### config.mk
export PLATFORM = sky130hd
export DESIGN_NAME = dcr_cfg_regs
export DESIGN_NICKNAME = d
export VERILOG_FILES = /design/src/sv/dcr_pkg.sv /design/src/sv/dcr_cfg_regs.sv
export SDC_FILE = /design/constraint.sdc
export NUM_CORES = 1
export LEC_CHECK = 0
export ABC_AREA = 1
export BUFFER_PORTS_ARGS = -buffer_cell sky130_fd_sc_hd__buf_2
export CAP_MARGIN = 20
export CORE_AREA = 4 4 210 212
export CTS_CLUSTER_DIAMETER = 200
export DETAILED_ROUTE_END_ITERATION = 16
export DIE_AREA = 0 0 214 216
export GPL_ROUTABILITY_DRIVEN = 0
export MAX_ROUTING_LAYER = met4
export PLACE_DENSITY_LB_ADDON = 0.15
export SETUP_SLACK_MARGIN = 0.02
export SYNTH_ARGS = -nofsm -noshare
export SYNTH_HDL_FRONTEND = slang
export SYNTH_SLANG_ARGS = --single-unit
export TNS_END_PERCENT = 100
### constraint.sdc
create_clock -name clk -period 1.8 [get_ports clk]
set_input_delay 0.27 -clock clk [delete_from_list [all_inputs] [get_ports clk]]
set_output_delay 0.27 -clock clk [all_outputs]
set_load 0.1 [all_outputs]
### src/sv/dcr_pkg.sv
// shared types, register codes and constants of the depth to colour registration block
`default_nettype none
package dcr_pkg;

  localparam int COLOR_WIDTH_DEF    = 1280;
  localparam int COLOR_HEIGHT_DEF   = 720;
  localparam int SUBSAMPLE_STEP_DEF = 2;

  localparam int CFG_INDEX_W = 4;
  localparam int CFG_DATA_W  = 64;

  typedef enum logic [CFG_INDEX_W-1:0] {
    CFG_RAW_SCALE    = 4'd0,
    CFG_DEPTH_FOCAL  = 4'd1,
    CFG_DEPTH_CENTER = 4'd2,
    CFG_COLOR_FOCAL  = 4'd3,
    CFG_COLOR_CENTER = 4'd4,
    CFG_ROTATION_XY  = 4'd5,
    CFG_ROTATION_ZW  = 4'd6,
    CFG_TRANSLATION  = 4'd7
  } cfg_idx_t;

  typedef struct packed {
    logic [31:0] raw_scale;
    logic [63:0] depth_focal;
    logic [63:0] depth_center;
    logic [63:0] color_focal;
    logic [63:0] color_center;
    logic [63:0] rotation_xy;
    logic [63:0] rotation_zw;
    logic [62:0] translation;
  } cfg_t;

  typedef logic [8:0][31:0] rot_mat_t;

  localparam logic [31:0] RAW_SCALE_RST   = 32'd4294967;
  localparam logic [63:0] ROTATION_ZW_RST = 64'h4000_0000_0000_0000;

  localparam logic [47:0]        MAX_DEPTH_Q32 = 48'h000A_0000_0000;
  localparam logic signed [31:0] Z_MIN_LSB     = 32'sd65;
  localparam logic signed [36:0] ONE_Q30       = 37'sd1073741824;
  localparam logic signed [37:0] HALF_PIXEL    = 38'sd32768;
  localparam logic signed [37:0] MINUS_PIXEL   = -38'sd65536;

endpackage
`default_nettype wire

### src/sv/dcr_cfg_regs.sv
// configuration register file
`default_nettype none
module dcr_cfg_regs (
  input  logic                                clk,
  input  logic                                rst,
  input  logic                                wr_en,
  input  dcr_pkg::cfg_idx_t                   index,
  input  logic [dcr_pkg::CFG_DATA_W-1:0]      data,
  output dcr_pkg::cfg_t                       cfg
);
  import dcr_pkg::*;

  always_ff @(posedge clk) begin
    if (rst) begin
      cfg.raw_scale    <= RAW_SCALE_RST;
      cfg.depth_focal  <= '0;
      cfg.depth_center <= '0;
      cfg.color_focal  <= '0;
      cfg.color_center <= '0;
      cfg.rotation_xy  <= '0;
      cfg.rotation_zw  <= ROTATION_ZW_RST;
      cfg.translation  <= '0;
    end else if (wr_en) begin
      case (index)
        CFG_RAW_SCALE:    cfg.raw_scale    <= data[31:0];
        CFG_DEPTH_FOCAL:  cfg.depth_focal  <= data;
        CFG_DEPTH_CENTER: cfg.depth_center <= data;
        CFG_COLOR_FOCAL:  cfg.color_focal  <= data;
        CFG_COLOR_CENTER: cfg.color_center <= data;
        CFG_ROTATION_XY:  cfg.rotation_xy  <= data;
        CFG_ROTATION_ZW:  cfg.rotation_zw  <= data;
        CFG_TRANSLATION:  cfg.translation  <= data[62:0];
        default: ;
      endcase
    end
  end
endmodule
`default_nettype wire

==> Flow_metrics.wiki, run 1 <==
{| class="wikitable"
! Metric !! Value
|-
| Required time of the worst setup path || 1.53 ns
|-
| Area Overhead vs Synth || 30.2%
|-
| Sink Count || 479
|-
| Unrepaired setup endpoints after global routing || false
|-
| Startpoint type of the worst setup path || flip-flop
|-
| Largest register by flop count || cfg
|-
| Die Height || 216 µm
|-
| Sum of buffers and inverters on the critical path || 1
|-
| Worst-Skew Late Latency || 0.58 ns
|-
| Total Die Area || 46200 µm²
|-
| Library cell with the largest summed area after synthesis || dfxtp_1
|-
| Cell family with most CP delay || buffers and inverters
|-
| Count of nets after finishing || 3328
|-
| Half-perimeter wire length after detailed placement || 44100 µm
|-
| Average via count per standard cell || 4.85
|-
| Power per Cell Area || 1040 nW/µm²
|-
| # DRC || 0
|-
| Via count || 18600
|-
| Clock slew at the register clock pins of the worst setup and hold paths || 0.06 ns
|-
| Leakage power || 0.0124 µW
|-
| Wire length of the first global-routing pass || 99200 µm
|-
| Number of antenna violations at the first check in global routing || 2
|-
| Slowest Stage Delay on Critical Path || 0.46 ns
|-
| Via count of the first global-routing pass || 17200
|-
| Num CTS Buffers || 52
|-
| Highest-count cells in the layout ignoring fill and taps || nor2_1, nand2_1, buf_2
|-
| Final Routed Wirelength || 64900 µm
|-
| Cell at the root of the clock tree || clkbuf_16
|-
| Number of violations reported at the end of detailed-routing iteration 0 || 1460
|-
| Num rows || 75
|-
| Fraction of final layout cells with drive strength greater than 1 || 20.6%
|-
| Flip-flop count of the largest register, all copies and words added || 479
|-
| Clock Tree Buf Depth || 3
|-
| Max Slew Vio Count || 0
|-
| Fill cell total of the finished layout || 3941
|-
| Maximum number of pins on one net before global-route repair || 96
|-
| Startpoint of the lowest-slack register-to-register path || cfg[315]
|-
| Num ports || 550
|-
| Clock tree skew after final layout || 0 ns
|-
| Min-Delay Path Class || in2reg
|-
| Critical Path End Type || primary output
|-
| Clock period minus worst slack || 1.74 ns
|-
| Final total power || 25100 µW
|-
| Max-cap violation count || 0
|-
| Share of synthesized area occupied by flip-flops and latches || 51.7%
|-
| Number of distinct library cell variants in the gate-level netlist after synthesis || 16
|-
| Overall die width || 214 µm
|-
| Critical path class || reg2out
|-
| Cell at the slowest stage of the critical path || buf_2
|-
| Worst R2R Setup Slack || 1.08 ns
|-
| Fin crit share || 96.6%
|-
| IR Drop Worst-Case VDD || 0.645 mV
|-
| Syn avg cell area || 6.78 µm²
|-
| Count of H-tree levels built during CTS || 2
|-
| Worst relative slew slack || 62.3%
|-
| GRT Total Usage || 27.5%
|-
| Post-CTS Setup Inserts || 0
|-
| Upper clock frequency limit || 575 MHz
|-
| Result of the run || finished, final reports clean
|-
| Crit Path Max Fanout || 2
|-
| Leading cell type in the layout, fill and taps excluded || nor2_1
|-
| Count of yosys warnings during synthesis || 0
|-
| Syn_nets || 2808
|-
| Worst setup path startpoint || cfg[32]
|-
| Final cell area excluding filler cells || 24100 µm²
|-
| Post-place instance area || 21800 µm²
|-
| Final setup fails || 0
|-
| Initial standard-cell utilization of the core || 44.2%
|-
| Slew of the pin with the lowest slew margin || 0.570 ns
|-
| Final total negative setup slack || 0 ns
|-
| Clock tree from TritonCTS || done
|-
| Hold path startpoint || data[31]
|-
| Post-synthesis cell count || 2737
|-
| Data arrival time at the worst-slack endpoint || 1.47 ns
|-
| Wire length per cell after detailed routing || 16.9 µm
|-
| Seq cells post-synth || 479
|-
| Post-route ant nets || 0
|-
| Top area cells in the synthesized netlist || dfxtp_1, nor2_1, nand2_1
|-
| Detailed-router iteration count before antenna repair || 5
|-
| Core box area || 41900 µm²
|-
| Total standard cell area after synthesis || 18500 µm²
|-
| Final hold violations || 0
|-
| Number of I/O port buffers || 549
|-
| Largest regs || cfg: 479 flops
|-
| Chain of cells forming the critical path || buf_2
|-
| Yosys top cell area share || 51.7%
|-
| Remaining global-route overflow || 0
|}
==> metal layers <==
layer / global-route usage (%) / share of wire [%] / vias up
li1: - / - / 9284
met1: 32.9 / 41 / 8472
met2: 44.3 / 47 / 725
met3: 6.82 / 8.1 / 137
met4: 11.9 / 4.2 / 0
met5: - / 0 / -
==> stage by stage <==
| stage | utilization [%] | setup WS [ns] | hold WS (ns) | std cells |
|---|---|---|---|---|
| floorplan | - | 0.489 | 0.383 | 2737 |
| global placement | 52.0 | 0.221 | 0.454 | 3679 |
| detailed placement | 52.0 | 0.172 | 0.451 | 3679 |
| CTS | 57.6 | 0.0382 | 0.00611 | 3836 |
| global route | 57.6 | 0.0393 | 0.0400 | 3838 |
| finish | 57.6 | 0.0619 | 0.0384 | 3838 |
==> final cells by class <==
cell class	count	area (µm²)	area share (%)
multi-input combinational	1923	7650	31.7
tap	539	674	2.79
antenna	2	5.00	0.0207
timing repair buffer	645	3930	16.3
clock inverter	18	159	0.658
inverter	156	593	2.46
sequential	479	9590	39.7
clock buffer	76	1540	6.39
==> report_power, final <==
group	total (µW)	switching, µW	internal (µW)
Sequential	11000	136	10800
Clock	10600	4390	6220
Combinational	3510	2850	666
==> Yosys cell counts (all sizes together) <==
library cell    n
buf           107
clkinv          1
inv           155
nand4         128
nand3b          1
clkbuf         72
o21ai           1
nand3          14
nor2          946
nand2         833
dfxtp         479
==> final timing paths <==
check / end / depth (start not counted)
min: cfg[286] / 3
max: cfg[32] / 1
max reg2reg: cfg[315] / 4
min reg2reg: cfg[216] / 2
==> cells by family after synthesis <==
kind of cell	count (synthesis)	synth area share, %
flip-flops	479	51.7
AO/OA/AOI/OAI	1	0.0270
AND/OR/NAND/NOR	1922	40.9
buffers and inverters	335	7.38
==> timing repair <==
| item | in CTS | in global routing |
|---|---|---|
| gates resized for setup | 1 | 0 |
| endpoints found under the setup margin | 1 | 0 |
| hold buffers | 63 | 0 |
| endpoints found under the hold margin | 95 | 0 |
No activity file was read; power rests on OpenSTA's default activity.
==> inputs of run 2 (changes only) <==
--- a/config.mk
+++ b/config.mk
@@ -6,8 +6,8 @@
 export NUM_CORES = 1
 export LEC_CHECK = 0
 export ABC_AREA = 1
-export BUFFER_PORTS_ARGS = -buffer_cell sky130_fd_sc_hd__buf_2
-export CAP_MARGIN = 20
+export BUFFER_PORTS_ARGS = -buffer_cell sky130_fd_sc_hd__buf_4
+export CAP_MARGIN = 5
 export CORE_AREA = 4 4 210 212
 export CTS_CLUSTER_DIAMETER = 200
 export DETAILED_ROUTE_END_ITERATION = 16
==> constraint.sdc (replaced) <==
create_clock -name clk -period 1.8 [get_ports clk]
set_input_delay 0.18 -clock clk [delete_from_list [all_inputs] [get_ports clk]]
set_output_delay 0.18 -clock clk [all_outputs]
set_load 0.1 [all_outputs]
==> run 2 against run 1 <==
Net effect:
- register-to-register slack about the same
- worst hold slack improved by 0.12 ns
- cell area increased by 6.2%
- critical path type unchanged
==> Flow_metrics.wiki, run 2 (synthesis results as in run 1) <==
{| class="wikitable"
! Metric !! Value
|-
| Final total power || 25500 µW
|-
| Power per Cell Area || 993 nW/µm²
|-
| Num ports || 550
|-
| Worst relative slew slack || 63.8%
|-
| Hold path startpoint || index[2]
|-
| Startpoint type of the worst setup path || flip-flop
|-
| Half-perimeter wire length after detailed placement || 45100 µm
|-
| Die Height || 216 µm
|-
| Data arrival time at the worst-slack endpoint || 1.32 ns
|-
| Cell family with most CP delay || flip-flops
|-
| Flip-flop count of the largest register, all copies and words added || 479
|-
| Core box area || 41900 µm²
|-
| Pre-CTS setup slack || 0.292 ns
|-
| Routed length on met2 || 31300 µm
|-
| Crit Path Max Fanout || 2
|-
| Number of gates resized after cts || 0
|-
| Clock tree from TritonCTS || done
|-
| Post-CTS Setup Inserts || 0
|-
| Fin crit share || 83.3%
|-
| Number of violations reported at the end of detailed-routing iteration 0 || 1457
|-
| Chain of cells forming the critical path || buf_4
|-
| # DRC || 0
|-
| Critical path capture point || cfg[394]
|-
| Largest regs || cfg: 479 flops
|-
| Overall die width || 214 µm
|-
| Maximum number of pins on one net before global-route repair || 97
|-
| Required time of the worst setup path || 1.62 ns
|-
| Initial standard-cell utilization of the core || 44.2%
|-
| Final hold violations || 0
|-
| Slowest Stage Delay on Critical Path || 0.40 ns
|-
| Clock period minus worst slack || 1.50 ns
|-
| Num CTS Buffers || 50
|-
| Cell Count, Final, Fillers Out || 3843
|-
| Via count || 18700
|-
| Wire length per cell after detailed routing || 17.0 µm
|-
| Switching power summed over all nets || 7240 µW
|-
| Clock Tree Buf Depth || 3
|-
| IR Drop Worst-Case VDD || 0.765 mV
|-
| Count of nets after finishing || 3336
|-
| Max Slew Vio Count || 0
|-
| Cell at the root of the clock tree || clkbuf_16
|-
| Met3 routed wirelength || 5330 µm
|-
| Worst R2R Setup Slack || 1.09 ns
|-
| Routed length on met1 || 26000 µm
|-
| Count of H-tree levels built during CTS || 2
|-
| Num rows || 75
|-
| GRT Total Usage || 27.5%
|-
| CTS Hold Bufs || 65
|-
| Part of the total power dissipated in the clock network || 42.2%
|-
| Final total negative setup slack || 0 ns
|-
| Placed Cells || 3687
|-
| Crit path depth || 1
|-
| Min-Delay Path Class || in2reg
|-
| Slew of the pin with the lowest slew margin || 0.543 ns
|-
| Worst path setup slack after routing || 0.300 ns
|-
| Leading cell type in the layout, fill and taps excluded || nor2_1
|-
| Largest register by flop count || cfg
|-
| Fill cell total of the finished layout || 3818
|-
| Leakage power || 0.0125 µW
|-
| Final Routed Wirelength || 65400 µm
|-
| Power share of the combinational group || 14.6%
|-
| Final setup fails || 0
|-
| Detailed-router iteration count before antenna repair || 5
|-
| Upper clock frequency limit || 667 MHz
|-
| Internal power contribution || 18200 µW
|-
| Number of antenna violations at the first check in global routing || 1
|-
| Worst-Skew Late Latency || 0.57 ns
|-
| Fraction of final layout cells with drive strength greater than 1 || 20.6%
|-
| Clock tree skew after final layout || 0 ns
|-
| Post-route ant nets || 0
|-
| Register share of total power || 43.1%
|-
| Remaining global-route overflow || 0
|-
| Max-cap violation count || 0
|-
| Unrepaired setup endpoints after global routing || false
|-
| Result of the run || finished, final reports clean
|-
| Sum of buffers and inverters on the critical path || 1
|-
| Worst setup path startpoint || cfg[394]
|-
| Wire length of the first global-routing pass || 99300 µm
|-
| Average via count per standard cell || 4.86
|-
| Fraction of power spent switching nets || 28.4%
|-
| Uppermost layer routed || met4
|-
| Number of I/O port buffers || 549
|-
| Clock slew at the register clock pins of the worst setup and hold paths || 0.06 ns
|-
| Via count of the first global-routing pass || 17000
|-
| Critical path class || reg2out
|-
| Total Die Area || 46200 µm²
|-
| Highest-count cells in the layout ignoring fill and taps || nor2_1, nand2_1, buf_4
|-
| Path depth of the worst reg2reg path || 4
|-
| Cell at the slowest stage of the critical path || dfxtp_1
|-
| Critical Path End Type || primary output
|-
| Startpoint of the lowest-slack register-to-register path || cfg[311]
|-
| Destination of the worst register-to-register timing path || cfg[311]
|-
| Sink Count || 479
|-
| Area Overhead vs Synth || 38.2%
|}
## run 2: changes by cell type in the layout (fill, tap and decap cells not counted), sizes merged
cell         before  now
buf             582  590
bufinv            2    5
inv             158  155
clkinvlp          2    0
dlygate4sd3      63   65
clkbuf           76   75
clkinv           12   11
diode             2    1
## run 2: stage by stage
stage	hold WS (ns)	util, %	area [µm²]
2_1_floorplan	0.293	-	18500
3_3_place_gp	0.402	55.5	23300
3_5_place_dp	0.404	55.5	23300
4_1_cts	0.113	61.1	25600
5_1_grt	0.170	61.1	25600
6_report	0.159	61.1	25600
## run 2: area by class of cell
cell class | instances | area (µm²) | area share [%]
multi-input cells | 1923 | 7650 | 29.8
inverters | 156 | 593 | 2.31
well taps | 539 | 674 | 2.63
flip-flops and latches | 479 | 9590 | 37.4
clock inverters | 15 | 200 | 0.781
diodes | 1 | 2.50 | 0.00976
clock buffers | 75 | 1520 | 5.93
repair buffers | 655 | 5410 | 21.1
## run 2: how the worst min path moves through the flow
stage	slack [ns]	depth (start not counted)	endpoint
floorplan	0.29	2	cfg[447]
global placement	0.40	3	cfg[462]
detailed placement	0.40	3	cfg[447]
CTS	0.11	4	cfg[125]
global route	0.17	4	cfg[125]
finish	0.16	4	cfg[125]
## run 2: per-layer routing
layer,vias up,track usage [%]
met5,-,-
met4,0,11.7
met3,138,7.24
met2,695,44.9
met1,8557,32.3
li1,9296,-
## run 2: power groups by stage
| stage | Clock (µW) | Sequential (µW) | Combinational, µW |
|---|---|---|---|
| floorplan | 0 | 12900 | 955 |
| global placement | 0 | 11200 | 3580 |
| detailed placement | 0 | 11200 | 3610 |
| CTS | 10900 | 11000 | 3730 |
| global route | 11400 | 11000 | 3930 |
| finish | 10700 | 11000 | 3730 |
